**src/assert_macros.svh**
```systemverilog
// Assertion macros used by the top-level RTL file of the dispatch layout counter.
// Each macro builds one labeled concurrent assertion that reports through $error.
`ifndef ASSERT_MACROS_SVH
`define ASSERT_MACROS_SVH

// The condition implies the property in the same cycle.
`define MDLC_ASSERT_IMP(label, clk, rst_n, cond, prop) \
    label: assert property (@(posedge clk) disable iff (!rst_n) (cond) |-> (prop)) \
        else $error("dispatch layout counter: assertion failed");

// The condition implies the property in the next cycle.
`define MDLC_ASSERT_NEXT(label, clk, rst_n, cond, prop) \
    label: assert property (@(posedge clk) disable iff (!rst_n) (cond) |=> (prop)) \
        else $error("dispatch layout counter: assertion failed");

`endif

```
**src/mdlc_pkg.sv**
```systemverilog
// Shared types, codes and widths of the dispatch layout counter.
// No dependencies; the interfaces, the RTL modules and the testbench import this package.
package mdlc_pkg;

    // Default sizes handed to the top level parameters.
    localparam int DEF_MAX_EXPERTS = 256;
    localparam int DEF_MAX_RANKS   = 16;
    localparam int DEF_COUNT_BITS  = 16;

    // Fixed field widths of the channels.
    localparam int CMD_W    = 2;
    localparam int CHOICE_W = 9;
    localparam int IDX_W    = 8;
    localparam int KIND_W   = 2;
    localparam int ORD_W    = 16;
    localparam int MASK_W   = 16;
    localparam int CNT_W    = 16;

    // Configuration port.
    localparam int CFG_IDX_W  = 2;
    localparam int CFG_DATA_W = 9;
    localparam int RANKS_W    = 5;
    localparam int EXPERTS_W  = 9;

    localparam logic [CFG_IDX_W-1:0] CFG_RANKS_IN_USE   = 2'd0;
    localparam logic [CFG_IDX_W-1:0] CFG_EXPERTS_IN_USE = 2'd1;
    localparam logic [CFG_IDX_W-1:0] CFG_EXPERTS_PER_RK = 2'd2;

    // Depth of the queue between front and back.
    localparam int QUEUE_DEPTH = 2;

    typedef enum logic [CMD_W-1:0] {
        CMD_ROUTE       = 2'd0,
        CMD_READ_EXPERT = 2'd1,
        CMD_READ_RANK   = 2'd2,
        CMD_CLEAR       = 2'd3
    } mdlc_cmd_t;

    typedef enum logic [KIND_W-1:0] {
        KIND_MASK   = 2'd0,
        KIND_EXPERT = 2'd1,
        KIND_RANK   = 2'd2
    } mdlc_kind_t;

    // A classified operation handed from front to back.
    // For a route, index is the owning rank; for a read, the requested index.
    typedef struct packed {
        mdlc_cmd_t        cmd;
        logic             apply;
        logic             err;
        logic             last;
        logic [IDX_W-1:0] expert;
        logic [IDX_W-1:0] index;
    } mdlc_op_t;

    // Status of the back part.
    typedef struct packed {
        logic sweeping;
        logic stalled;
    } mdlc_status_t;

endpackage

```
**src/mdlc_queue.sv**
```systemverilog
// Short queue of classified operations between the front and the back.
// Depends on mdlc_pkg for the operation type and the depth.
module mdlc_queue (
    input  logic               clk,
    input  logic               rst_n,
    input  logic               push_valid,
    output logic               push_ready,
    input  mdlc_pkg::mdlc_op_t push_op,
    output logic               pop_valid,
    input  logic               pop_ready,
    output mdlc_pkg::mdlc_op_t pop_op
);
    import mdlc_pkg::*;

    localparam int PTR_W   = (QUEUE_DEPTH > 1) ? $clog2(QUEUE_DEPTH) : 1;
    localparam int LEVEL_W = $clog2(QUEUE_DEPTH + 1);

    mdlc_op_t            slot_reg [QUEUE_DEPTH];
    logic [PTR_W-1:0]    wr_ptr_reg;
    logic [PTR_W-1:0]    rd_ptr_reg;
    logic [LEVEL_W-1:0]  level_reg;
    logic                do_push;
    logic                do_pop;

    assign push_ready = (level_reg != LEVEL_W'(QUEUE_DEPTH));
    assign pop_valid  = (level_reg != '0);
    assign pop_op     = slot_reg[rd_ptr_reg];
    assign do_push    = push_valid && push_ready;
    assign do_pop     = pop_valid && pop_ready;

    // Pointers and fill level.
    always_ff @(posedge clk or negedge rst_n)
    begin
        if (!rst_n)
        begin
            wr_ptr_reg <= '0;
            rd_ptr_reg <= '0;
            level_reg  <= '0;
        end
        else
        begin
            if (do_push)
            begin
                wr_ptr_reg <= (wr_ptr_reg == PTR_W'(QUEUE_DEPTH - 1)) ? '0
                                                                      : wr_ptr_reg + 1'b1;
            end
            if (do_pop)
            begin
                rd_ptr_reg <= (rd_ptr_reg == PTR_W'(QUEUE_DEPTH - 1)) ? '0
                                                                      : rd_ptr_reg + 1'b1;
            end
            if (do_push && !do_pop)
            begin
                level_reg <= level_reg + 1'b1;
            end
            else if (do_pop && !do_push)
            begin
                level_reg <= level_reg - 1'b1;
            end
        end
    end

    // Queue slots hold payload only.
    always_ff @(posedge clk)
    begin
        if (do_push)
        begin
            slot_reg[wr_ptr_reg] <= push_op;
        end
    end

endmodule

```
**config.mk**
```make
export PLATFORM = sky130hd
export DESIGN_NAME = mdlc_queue
export DESIGN_NICKNAME = d
export VERILOG_FILES = /design/src/assert_macros.svh /design/src/mdlc_pkg.sv /design/src/mdlc_queue.sv
export SDC_FILE = /design/constraint.sdc
export NUM_CORES = 1
export LEC_CHECK = 0
export ABC_CLOCK_PERIOD_IN_PS = 1990
export CAP_MARGIN = 5
export CORE_ASPECT_RATIO = 1.2
export CORE_MARGIN = 2
export CORE_UTILIZATION = 35
export CTS_CLUSTER_SIZE = 8
export DETAILED_ROUTE_END_ITERATION = 12
export DONT_BUFFER_PORTS = 1
export GPL_TIMING_DRIVEN = 0
export PLACE_DENSITY_LB_ADDON = 0.08
export SYNTH_ARGS = -nofsm -noshare
export SYNTH_HDL_FRONTEND = slang
export SYNTH_SLANG_ARGS = --single-unit
```
**constraint.sdc**
```tcl
create_clock -name clk -period 1.99 [get_ports clk]
set_clock_uncertainty 0.15 [all_clocks]
set_input_delay 0.2985 -clock clk [delete_from_list [all_inputs] [get_ports clk]]
set_output_delay 0.2985 -clock clk [all_outputs]
set_load 0.1 [all_outputs]
```
==> results.md <==
* HPWL after detailed placement at 1720 um
* CP max FO at 10
* Area of the die at between 5000 and 6000 um^2
* # setup viols final at 0
* H-Tree Depth at 2
* CTS Sinks at 46
* Clock root buffer: clkbuf_8
* Residual DRC count at 0
* CTS max path bufs at 2
* Post-synthesis instance area at 1730 um^2
* Core Area at 4830 um^2
* Register area at 1360 um^2
* Initial antenna violation count at 0
* Fin nets at 140
* Share of the synthesized area in the top cell type at about 73%
* Cells after Synth at 83
* #FFs+latches synth at 46
* Count of different cell masters after synthesis at 14
* Clock Latency Late Sink at 0.28 ns
* Clock slew at reported path FFs at 0.07 ns
* WP data required at around 1.5 ns
* Buffers added on ports at 0
* FILL cells at roughly 440
* Ant diodes at 0
* Register area share after synthesis at between 70% and 80%
* FP Rows at 28
* Area contributors post-synth: edfxtp_1, mux2_2, dfrtp_1
* YS warnings at 0
* Metal3 WL at roughly 160 um
* Multi-input gate area at 407 um^2
* Vias at ~820
* Crit. End Element: output port
* Synth area leader: edfxtp_1
* Tot GR Track Use at a little over a tenth
* Largest register FFs at 42
* Final Max Slew Viols at 0
* Routed Antenna Nets at 0
* Max-cap viol count at 0
* Routability cong. at 0.561
* Syn_nets at 109
* Fraction of layout instances using a drive strength above 1 at 31.3%
* Num ports at 48
* Final Hold Fails at 0
* Die height at 81.1 um
* Critical Path Start Type: register
* Number of setup buffers added after CTS at 0
* RSZ-0062 raised after global routing: yes
* Status: finished clean
* Maximum number of pins on one net before global-route repair at 22
* Syn_area_per_cell at 20.9 um^2
* Met2 WL post-DR at 1530 um
* Slew of the pin with the lowest slew margin at 0.527 ns
* Vias per cell at 4.66
* Die X at around 68 um
* GRT Residual Overflow at 0
* Num CTS Buffers at 5
* Rel. slew slack at around two thirds
* F_max at 512 MHz
* Wl on met1 at 1070 um
* WL per Instance at 16.1 um
* CP max stage cell: mux2_2
* DRT Wirelength at 2810 um
* Slowest stage delay, CP at 0.57 ns
* Worst min path class: in2reg
* Starting Density at between 30% and 40%
* CP arrival at roughly 1.5 ns
* Vias in the first global route at 825
* Clock tree from TritonCTS: yes
* First-pass GRT wire length at between 4000 and 5000 um
* Area grow syn2layout at 25.9%
* Initial DRC count at 29
* Crit Path Category: reg2out
* Highest routed layer: met4
* Min Hold Slack at 0.0198 ns
* Tcrit/Tclk final at 98.2%
* First-pass iteration count of the detailed router at 2
* Tmin final at 1.95 ns
* Crit-path cells: buf_6 > mux2_2
[synthesized netlist by cell type]
cell type  instances
edfxtp_1          42
mux2_2            21
dfrtp_1            4
xnor2_1            3
buf_6              2
nor2_1             2
xor2_1             2
and3_1             1
ha_1               1
inv_1              1
nand2_1            1
nand2_4            1
nand2b_4           1
or2_4              1
[cell type report]
class / instances / area share, %
clock inverter: 2 / 0.402
multi-input combinational: 35 / 18.6
buffer: 2 / 1.03
tap: 60 / 3.44
sequential: 46 / 62.4
inverter: 1 / 0.172
timing repair buffer: 23 / 10.6
clock buffer: 6 / 3.33
[metrics by stage]
stage / cells / utilization, % / setup TNS (ns) / cell area [um^2] / setup slack [ns]
global route: 175 / 45.1 / -0.638 / 2180 / -0.0524
detailed placement: 143 / 37.5 / -8.16 / 1810 / -0.280
finish: 175 / 45.1 / 0 / 2180 / 0.0368
global placement: 143 / 37.5 / -5.84 / 1810 / -0.243
CTS: 175 / 44.3 / 0 / 2140 / 0.0185
floorplan: 83 / - / 0 / 1740 / 0.0818
[worst max-delay path: cells and delay by family (launching register included)]
kind | cells | cell delay, ns
multiplexers | 1 | 0.57
buffers and inverters | 1 | 0.20
flip-flops | 1 | 0.45
[final timing paths]
kind	start	to	slack, ns	cells after the start
setup / recovery	rd_ptr_reg$_DFFE_PN0P_	pop_op[17]	0.04	2
hold / removal	push_valid	wr_ptr_reg$_DFFE_PN0P_	0.02	2
setup reg to reg	level_reg[0]$_DFFE_PN0P_	level_reg[1]$_DFFE_PN0P_	0.11	6
hold reg to reg	level_reg[0]$_DFFE_PN0P_	level_reg[0]$_DFFE_PN0P_	0.40	1
max in group asynchronous	rst_n	rd_ptr_reg$_DFFE_PN0P_	1.37	1
min in group asynchronous	rst_n	level_reg[1]$_DFFE_PN0P_	0.14	1
[per-layer routing]
metal / GRT usage [%] / vias to the layer above
met3: 3.74 / 5
met5: 0 / -
met4: 4.80 / 0
met1: 12.3 / 402
met2: 18.3 / 30
li1: - / 379
[cells in the final DEF (no fill, tap or decap), drive strengths merged, types with 2 or more instances in the layout]
| cell | n |
|---|---|
| edfxtp | 42 |
| clkinv | 2 |
| nor2 | 3 |
| dfrtp | 4 |
| mux2 | 21 |
| clkbuf | 6 |
| buf | 2 |
| dlygate4sd3 | 23 |
| xor2 | 2 |
| xnor2 | 3 |
| nand2 | 2 |
[kinds of logic (layout without fill, tap and decap cells)]
family,Yosys count,in the layout,share of synthesized area (%)
adders and majority gates,1,1,0.722
muxes,21,21,13.7
DFF,46,46,78.6
buffers and inverters,3,34,1.52
xor gates and xnor gates,5,5,2.53
and+or+nand+nor,7,8,2.96
[repair_timing]
item / CTS / global route
hold buffers: 23 / 0
gates resized for setup: 3 / 9
gates cloned: 1 / 0
endpoints found under the setup margin: 42 / 41
endpoints found under the hold margin: 47 / 0
Power is not shown: default switching activity piles up to over one toggle a cycle in this logic, so the estimate is an artifact.
