`src/assert_macros.svh`:
```
// Assertion macros used by the top-level RTL file of the dispatch layout counter.
// Each macro builds one labeled concurrent assertion that reports through $error.
`ifndef ASSERT_MACROS_SVH
`define ASSERT_MACROS_SVH

// The condition implies the property in the same cycle.
`define MDLC_ASSERT_IMP(label, clk, rst_n, cond, prop) \
    label: assert property (@(posedge clk) disable iff (!rst_n) (cond) |-> (prop)) \
        else $error("dispatch layout counter: assertion failed");

// The condition implies the property in the next cycle.
`define MDLC_ASSERT_NEXT(label, clk, rst_n, cond, prop) \
    label: assert property (@(posedge clk) disable iff (!rst_n) (cond) |=> (prop)) \
        else $error("dispatch layout counter: assertion failed");

`endif

```
`src/mdlc_pkg.sv`:
```
// Shared types, codes and widths of the dispatch layout counter.
// No dependencies; the interfaces, the RTL modules and the testbench import this package.
package mdlc_pkg;

    // Default sizes handed to the top level parameters.
    localparam int DEF_MAX_EXPERTS = 256;
    localparam int DEF_MAX_RANKS   = 16;
    localparam int DEF_COUNT_BITS  = 16;

    // Fixed field widths of the channels.
    localparam int CMD_W    = 2;
    localparam int CHOICE_W = 9;
    localparam int IDX_W    = 8;
    localparam int KIND_W   = 2;
    localparam int ORD_W    = 16;
    localparam int MASK_W   = 16;
    localparam int CNT_W    = 16;

    // Configuration port.
    localparam int CFG_IDX_W  = 2;
    localparam int CFG_DATA_W = 9;
    localparam int RANKS_W    = 5;
    localparam int EXPERTS_W  = 9;

    localparam logic [CFG_IDX_W-1:0] CFG_RANKS_IN_USE   = 2'd0;
    localparam logic [CFG_IDX_W-1:0] CFG_EXPERTS_IN_USE = 2'd1;
    localparam logic [CFG_IDX_W-1:0] CFG_EXPERTS_PER_RK = 2'd2;

    // Depth of the queue between front and back.
    localparam int QUEUE_DEPTH = 2;

    typedef enum logic [CMD_W-1:0] {
        CMD_ROUTE       = 2'd0,
        CMD_READ_EXPERT = 2'd1,
        CMD_READ_RANK   = 2'd2,
        CMD_CLEAR       = 2'd3
    } mdlc_cmd_t;

    typedef enum logic [KIND_W-1:0] {
        KIND_MASK   = 2'd0,
        KIND_EXPERT = 2'd1,
        KIND_RANK   = 2'd2
    } mdlc_kind_t;

    // A classified operation handed from front to back.
    // For a route, index is the owning rank; for a read, the requested index.
    typedef struct packed {
        mdlc_cmd_t        cmd;
        logic             apply;
        logic             err;
        logic             last;
        logic [IDX_W-1:0] expert;
        logic [IDX_W-1:0] index;
    } mdlc_op_t;

    // Status of the back part.
    typedef struct packed {
        logic sweeping;
        logic stalled;
    } mdlc_status_t;

endpackage

```
`src/mdlc_if.sv`:
```
// Valid/ready channel interfaces for input items and result items.
// Depends on mdlc_pkg for the field widths.
interface mdlc_in_if;
    import mdlc_pkg::*;

    logic                       valid;
    logic                       ready;
    logic [CMD_W-1:0]           cmd;
    logic signed [CHOICE_W-1:0] expert_choice;
    logic                       last_of_token;
    logic [IDX_W-1:0]           read_index;

    modport source (
        output valid, cmd, expert_choice, last_of_token, read_index,
        input  ready
    );
    modport sink (
        input  valid, cmd, expert_choice, last_of_token, read_index,
        output ready
    );
endinterface


```
`src/mdlc_front.sv`:
```
// Front part: holds the configuration, accepts input beats and classifies them.
// A non-negative route choice goes through an eight-step restoring divider to find its rank.
// Depends on mdlc_pkg and mdlc_in_if.
module mdlc_front #(
    parameter int MAX_EXPERTS = mdlc_pkg::DEF_MAX_EXPERTS,
    parameter int MAX_RANKS   = mdlc_pkg::DEF_MAX_RANKS
) (
    input  logic                              clk,
    input  logic                              rst_n,
    mdlc_in_if.sink                           items,
    input  logic                              cfg_we,
    input  logic [mdlc_pkg::CFG_IDX_W-1:0]    cfg_index,
    input  logic [mdlc_pkg::CFG_DATA_W-1:0]   cfg_data,
    input  mdlc_pkg::mdlc_status_t            status,
    output logic                              op_valid,
    input  logic                              op_ready,
    output mdlc_pkg::mdlc_op_t                op
);
    import mdlc_pkg::*;

    localparam int DIV_STEPS = IDX_W;
    localparam int STEP_W    = $clog2(DIV_STEPS);

    typedef enum logic [2:0] {
        F_IDLE = 3'b001,
        F_DIV  = 3'b010,
        F_PUSH = 3'b100
    } front_state_t;

    front_state_t           state_reg;
    front_state_t           state_next;
    logic [RANKS_W-1:0]     ranks_reg;
    logic [EXPERTS_W-1:0]   experts_reg;
    logic [EXPERTS_W-1:0]   per_rank_reg;
    logic [STEP_W-1:0]      step_reg;
    logic [IDX_W-1:0]       num_reg;
    logic [IDX_W-1:0]       rem_reg;
    mdlc_op_t               op_reg;

    mdlc_cmd_t              cmd_in;
    mdlc_op_t               direct_op;
    logic                   is_direct;
    logic                   take_ok;
    logic                   accept;
    logic [EXPERTS_W-1:0]   divisor;
    logic [IDX_W:0]         trial;
    logic                   fits;
    logic [IDX_W:0]         rem_new;
    logic [IDX_W-1:0]       quot;
    logic                   last_step;
    logic                   div_err;

    assign cmd_in  = mdlc_cmd_t'(items.cmd);
    assign take_ok = (state_reg == F_IDLE) && op_ready && !status.sweeping;
    assign accept  = items.valid && take_ok;
    assign items.ready = take_ok;

    // Classify beats that need no division; they go straight to the queue.
    always_comb
    begin
        direct_op        = '0;
        direct_op.cmd    = cmd_in;
        direct_op.last   = items.last_of_token;
        direct_op.index  = items.read_index;
        is_direct        = 1'b1;
        unique case (cmd_in)
            CMD_ROUTE:
            begin
                // A negative choice carries no expert but may still end the token.
                if (!items.expert_choice[CHOICE_W-1])
                begin
                    is_direct = 1'b0;
                end
            end
            CMD_READ_EXPERT:
            begin
                direct_op.err = !(({1'b0, items.read_index} < experts_reg) &&
                                  (32'(items.read_index) < 32'(MAX_EXPERTS)));
            end
            CMD_READ_RANK:
            begin
                direct_op.err = !(({1'b0, items.read_index} < {4'b0, ranks_reg}) &&
                                  (32'(items.read_index) < 32'(MAX_RANKS)));
            end
            CMD_CLEAR:
            begin
            end
        endcase
    end

    // One restoring division step per cycle; a zero divisor counts as one.
    assign divisor   = (per_rank_reg == '0) ? EXPERTS_W'(1) : per_rank_reg;
    assign trial     = {rem_reg, num_reg[IDX_W-1]};
    assign fits      = (trial >= divisor);
    assign rem_new   = fits ? (trial - divisor) : trial;
    assign quot      = {num_reg[IDX_W-2:0], fits};
    assign last_step = (step_reg == STEP_W'(DIV_STEPS - 1));
    assign div_err   = ({1'b0, op_reg.expert} >= experts_reg) ||
                       (32'(op_reg.expert) >= 32'(MAX_EXPERTS)) ||
                       ({1'b0, quot} >= {4'b0, ranks_reg}) ||
                       (32'(quot) >= 32'(MAX_RANKS));

    // Queue handshake.
    assign op_valid = (state_reg == F_PUSH) || ((state_reg == F_IDLE) && accept && is_direct);
    assign op       = (state_reg == F_PUSH) ? op_reg : direct_op;

    // Next state.
    always_comb
    begin
        state_next = state_reg;
        unique case (state_reg)
            F_IDLE:
            begin
                if (accept && !is_direct)
                begin
                    state_next = F_DIV;
                end
            end
            F_DIV:
            begin
                if (last_step)
                begin
                    state_next = F_PUSH;
                end
            end
            F_PUSH:
            begin
                if (op_ready)
                begin
                    state_next = F_IDLE;
                end
            end
            default:
            begin
                state_next = F_IDLE;
            end
        endcase
    end

    // Control state and configuration registers.
    always_ff @(posedge clk or negedge rst_n)
    begin
        if (!rst_n)
        begin
            state_reg    <= F_IDLE;
            step_reg     <= '0;
            ranks_reg    <= RANKS_W'(1);
            experts_reg  <= EXPERTS_W'(1);
            per_rank_reg <= EXPERTS_W'(1);
        end
        else
        begin
            state_reg <= state_next;
            if (state_reg == F_DIV)
            begin
                step_reg <= step_reg + 1'b1;
            end
            else
            begin
                step_reg <= '0;
            end
            if (cfg_we)
            begin
                case (cfg_index)
                    CFG_RANKS_IN_USE:   ranks_reg    <= cfg_data[RANKS_W-1:0];
                    CFG_EXPERTS_IN_USE: experts_reg  <= cfg_data[EXPERTS_W-1:0];
                    CFG_EXPERTS_PER_RK: per_rank_reg <= cfg_data[EXPERTS_W-1:0];
                    default:
                    begin
                    end
                endcase
            end
        end
    end

    // Divider datapath and the held operation.
    always_ff @(posedge clk)
    begin
        if ((state_reg == F_IDLE) && accept && !is_direct)
        begin
            num_reg       <= items.expert_choice[IDX_W-1:0];
            rem_reg       <= '0;
            op_reg.cmd    <= CMD_ROUTE;
            op_reg.last   <= items.last_of_token;
            op_reg.expert <= items.expert_choice[IDX_W-1:0];
            op_reg.apply  <= 1'b0;
            op_reg.err    <= 1'b0;
            op_reg.index  <= '0;
        end
        else if (state_reg == F_DIV)
        begin
            num_reg <= quot;
            rem_reg <= rem_new[IDX_W-1:0];
            if (last_step)
            begin
                op_reg.apply <= !div_err;
                op_reg.err   <= div_err;
                op_reg.index <= quot;
            end
        end
    end

endmodule

```
`src/flat_wrapper.sv`:
```
// flat-port wrapper written by rule: the top's interface ports become plain ports
module mdlc_front_flat import mdlc_pkg::*;
#(
    parameter int MAX_EXPERTS = mdlc_pkg::DEF_MAX_EXPERTS,
    parameter int MAX_RANKS   = mdlc_pkg::DEF_MAX_RANKS
)
  (clk, rst_n, cfg_we, cfg_index, cfg_data, status, op_valid, op_ready, op, items_valid, items_cmd, items_expert_choice, items_last_of_token, items_read_index, items_ready);
  mdlc_in_if items_i ();
  input  logic clk;
  input  logic rst_n;
  input  logic cfg_we;
  input  logic [mdlc_pkg::CFG_IDX_W-1:0] cfg_index;
  input  logic [mdlc_pkg::CFG_DATA_W-1:0] cfg_data;
  input  mdlc_pkg::mdlc_status_t status;
  output logic op_valid;
  input  logic op_ready;
  output mdlc_pkg::mdlc_op_t op;
  input wire logic [$bits(items_i.valid)-1:0] items_valid;
  input wire logic [$bits(items_i.cmd)-1:0] items_cmd;
  input wire logic [$bits(items_i.expert_choice)-1:0] items_expert_choice;
  input wire logic [$bits(items_i.last_of_token)-1:0] items_last_of_token;
  input wire logic [$bits(items_i.read_index)-1:0] items_read_index;
  output wire logic [$bits(items_i.ready)-1:0] items_ready;
  assign items_i.valid = items_valid;
  assign items_i.cmd = items_cmd;
  assign items_i.expert_choice = items_expert_choice;
  assign items_i.last_of_token = items_last_of_token;
  assign items_i.read_index = items_read_index;
  assign items_ready = items_i.ready;
  mdlc_front #(.MAX_EXPERTS(MAX_EXPERTS), .MAX_RANKS(MAX_RANKS)) u_core (.clk(clk), .rst_n(rst_n), .items(items_i), .cfg_we(cfg_we), .cfg_index(cfg_index), .cfg_data(cfg_data), .status(status), .op_valid(op_valid), .op_ready(op_ready), .op(op));
endmodule
```
`config.mk`:
```
export PLATFORM = sky130hd
export DESIGN_NAME = mdlc_front_flat
export DESIGN_NICKNAME = d
export VERILOG_FILES = /design/src/assert_macros.svh /design/src/mdlc_pkg.sv /design/src/mdlc_if.sv /design/src/mdlc_front.sv /design/src/flat_wrapper.sv
export SDC_FILE = /design/constraint.sdc
export NUM_CORES = 1
export LEC_CHECK = 0
export BUFFER_PORTS_ARGS = -buffer_cell sky130_fd_sc_hd__buf_4
export CAP_MARGIN = 40
export CORE_MARGIN = 5
export CORE_UTILIZATION = 45
export CTS_BUF_LIST = sky130_fd_sc_hd__clkbuf_4 sky130_fd_sc_hd__clkbuf_8
export CTS_CLUSTER_DIAMETER = 80
export DETAILED_ROUTE_END_ITERATION = 10
export PLACE_DENSITY = 0.66
export SYNTH_ARGS = -nofsm -noshare
export SYNTH_HDL_FRONTEND = slang
export SYNTH_SLANG_ARGS = --single-unit
```
`constraint.sdc`:
```
create_clock -name clk -period 3.7 [get_ports clk]
set_input_delay 0.74 -clock clk [delete_from_list [all_inputs] [get_ports clk]]
set_output_delay 0.74 -clock clk [all_outputs]
set_load 0.02 [all_outputs]
```
==> results.md <==
* Post-synth top cells: nand2_1 (43), ha_1 (38), inv_1 (29)
* # clock sinks at 64
* Drt total wl at a little over 9 mm
* CTS tree: built
* Setup ws final at 0.536 ns
* Crit path from: u_core.per_rank_reg[1]
* Syn-to-layout area delta at 20.1%
* Final slew viol count at 0
* Vias per cell at between 5 and 6
* Post-Synth XOR/XNOR Area at 0
* Post-Syn Area per Cell at 10.3 um^2
* Most common cell on crit path: ha_1
* Deepest clock path buffer count at 2
* Max reg flops at 19
* Site Rows at 33
* Top-count cell post-synth: nand2_1
* RSZ-0062 raised after global routing: false
* Critical path's slowest cell: dfrtp_1
* Wire per inst at 16.8 um
* Asr flop ratio synth at 0.453
* CTS Root Cell: clkbuf_8
* Fin. Hold Viols at 0
* CP endpoint kind: register
* GRT Util Overall at 0.184
* H-Tree Depth at 3
* Via count at between 3000 and 4000
* Startpoint types: register
* Critical Path AT at 3.46 ns
* Worst-Margin Slew at 0.806 ns
* Number of global-route vias before repair at between 2000 and 3000
* CP Class: reg -> reg
* Critical Path Max Stage Delay at 0.43 ns
* RD Place Congestion at 0.865
* Multiplexer share of the synthesized area at 0.0841
* Cells after synthesis at 374
* Status: finished clean
* CP max FO at 5
* Sw Ratio at 0.317
* Synth Flop Type: dfrtp_1
* Largest net degree at the start of global routing at 30
* Fmax at 0.316 GHz
* Peak supply drop at 0.232 mV
* Synth Area in Simple Gates at 0.170
* Synth warnings at 0
* DRC Markers at 0
* Initial Util at 0.466
* Post-synthesis net count at 451
* Crit Reg-Reg Startpoint: u_core.per_rank_reg[1]
* Clock group share of total power at 0.321
* Post-CTS Setup Repair Bufs at 0
* Seq cells post-synth at 64
* Die Area at 0.0105 mm^2
* Max cap viols at 0
* Post_cts resized at 0
* Req. time, crit path at 4.00 ns
* PwrDens at around 460 mW/mm^2
* Chip width at 103 um
* Crit share post-route at 0.855
* Adder-cell share of the synthesized area at 0.128
* Sum Neg Setup Slack at 0 ns
* CTS Buf Count at 9
* Antenna violations before repair at 0
* Compound-Gate Fraction of Synth Area at 0.162
* Slew HR at 0.460
* Die Span Y at between 100 and 150 um
* Ant. Diodes at 0
* Critical path, cell by cell: nor4_1, a41o_1, ha_1, nor2b_1, o31a_2, o21a_2, nor2_4, ha_1, nand2b_1, a21o_1, a211oi_1, o221a_2, o21a_1
* Share of layout cells above drive strength 1 at 0.287
* GRT Residual Overflow at 0
* Leakage at 2.13 nW
* Worst-path clk slew at 0.08 ns
* Post-synth top area share at 0.162
* Skew-Pair Late Insertion Delay at approximately 0.35 ns
* Min cycle time layout at 3.16 ns
* P_sw at 680 uW
* DRT iter0 DRCs at 102
* First-pass GRT wire length at 14.8 mm
* Fillers at between 700 and 800
* Flop pwr share at 0.400
* DR pass1 iterations at 4
* Largest family of logic cells by synthesized area: simple AND/OR/NAND/NOR gates
* Register area share after synthesis at 0.414
* Area contributors post-synth: dfrtp_1 (16%), edfxtp_1 (13%), ha_1 (12%)
* # hold bufs at CTS at 0
* Setup violations, final at 0
* Port bufs at 59
* Unique masters post-synth at 69
* EDFF count, synth at 17
* Placed cell count at 532
* Non-filler cells, final at 548
* Final net count at 515
* Dpl ws at 0.542 ns
* Area leader, netlist: dfrtp_1
* Comb power frac at 0.278
* Post-DP HPWL at 6.99 mm
* Skew final at 0.0111 ns
* Cell Area, Synth at around 0.0039 mm^2
* Hold Crit Class: in -> async
* Internal power at 1.47 mW
* Core area at 0.00830 mm^2
* Num ports at 61
* Post-route ant nets at 0
-- kinds of logic (layout without fill, tap and decap cells) --
family	Yosys count	count (layout)
compound gates	85	85
fa+ha+maj	39	39
flops	64	64
buf+inv	39	108
simple gates	118	118
mux	29	29
-- worst max-delay path: cells and delay by family (launching register included) --
family          cells  cell delay (ns)
simple gates        4             0.61
flops               1             0.43
compound gates      7             1.66
fa+ha+maj           2             0.41
-- layer usage --
layer / track usage / vias up / part of all wire
met1: 0.252 / 1455 / 0.46
met5: 0 / - / 0
li1: - / 1502 / -
met4: 0.0716 / 0 / 0.015
met2: 0.294 / 84 / 0.47
met3: 0.0257 / 13 / 0.059
-- metrics by stage --
step                hold slack [ns]  total power [mW]   util  cell area [um^2]
finish                        0.302              2.15  0.560              4640
global route                  0.330              2.26  0.560              4640
CTS                           0.305              2.16  0.560              4640
detailed placement            0.442              1.47  0.532              4420
global placement              0.426              1.45  0.532              4420
floorplan                     0.408              1.28      -              3870
-- cells in the final DEF (no fill, tap or decap), types with 3 or more instances in the layout --
cell type and instances:
o21ai_1 6, nand2_1 43, mux2_2 28, nor3_1 5, ha_1 38, dfrtp_1 25
dfxtp_1 18, edfxtp_1 17, a311o_1 4, a21oi_1 16, and3_1 4, a211oi_1 6
buf_4 62, nand3b_1 4, nor2_1 10, nand4_1 3, nand2b_1 4, o21a_1 5
a31oi_1 3, nor3b_2 3, o21ai_0 15, a21o_1 4, dfstp_2 4, nor2b_1 6
inv_1 29, nand3_1 5, and2_1 13, clkbuf_8 9
-- worst paths after layout --
| check | endpoint | cells past startpoint | slack (ns) |
|---|---|---|---|
| setup / recovery | u_core.op_reg[18] | 13 | 0.54 |
| hold / removal | u_core.state_reg[2] | 1 | 0.30 |
| setup reg to reg | u_core.op_reg[18] | 13 | 0.54 |
| hold reg to reg | u_core.step_reg[0] | 1 | 0.44 |
| max in group asynchronous | u_core.per_rank_reg[0] | 1 | 3.08 |
| min in group clk | u_core.step_reg[0] | 1 | 0.44 |
-- cell type report --
type	count	area [um^2]	area share
Sequential cell	64	1600	0.345
Clock inverter	7	101	0.0218
Tap cell	105	131	0.0283
Clock buffer	9	124	0.0267
Multi-Input combinational cell	271	2110	0.454
Inverter	30	113	0.0242
Timing Repair Buffer	62	465	0.100
-- power groups by stage --
stage | Sequential [mW] | Clock [mW] | Combinational [mW]
4_1_cts | 0.860 | 0.705 | 0.599
5_1_grt | 0.869 | 0.730 | 0.666
3_3_place_gp | 0.871 | 0 | 0.577
2_1_floorplan | 0.853 | 0 | 0.423
3_5_place_dp | 0.874 | 0 | 0.591
6_report | 0.860 | 0.690 | 0.597
No activity file was read; power rests on OpenSTA's default activity.
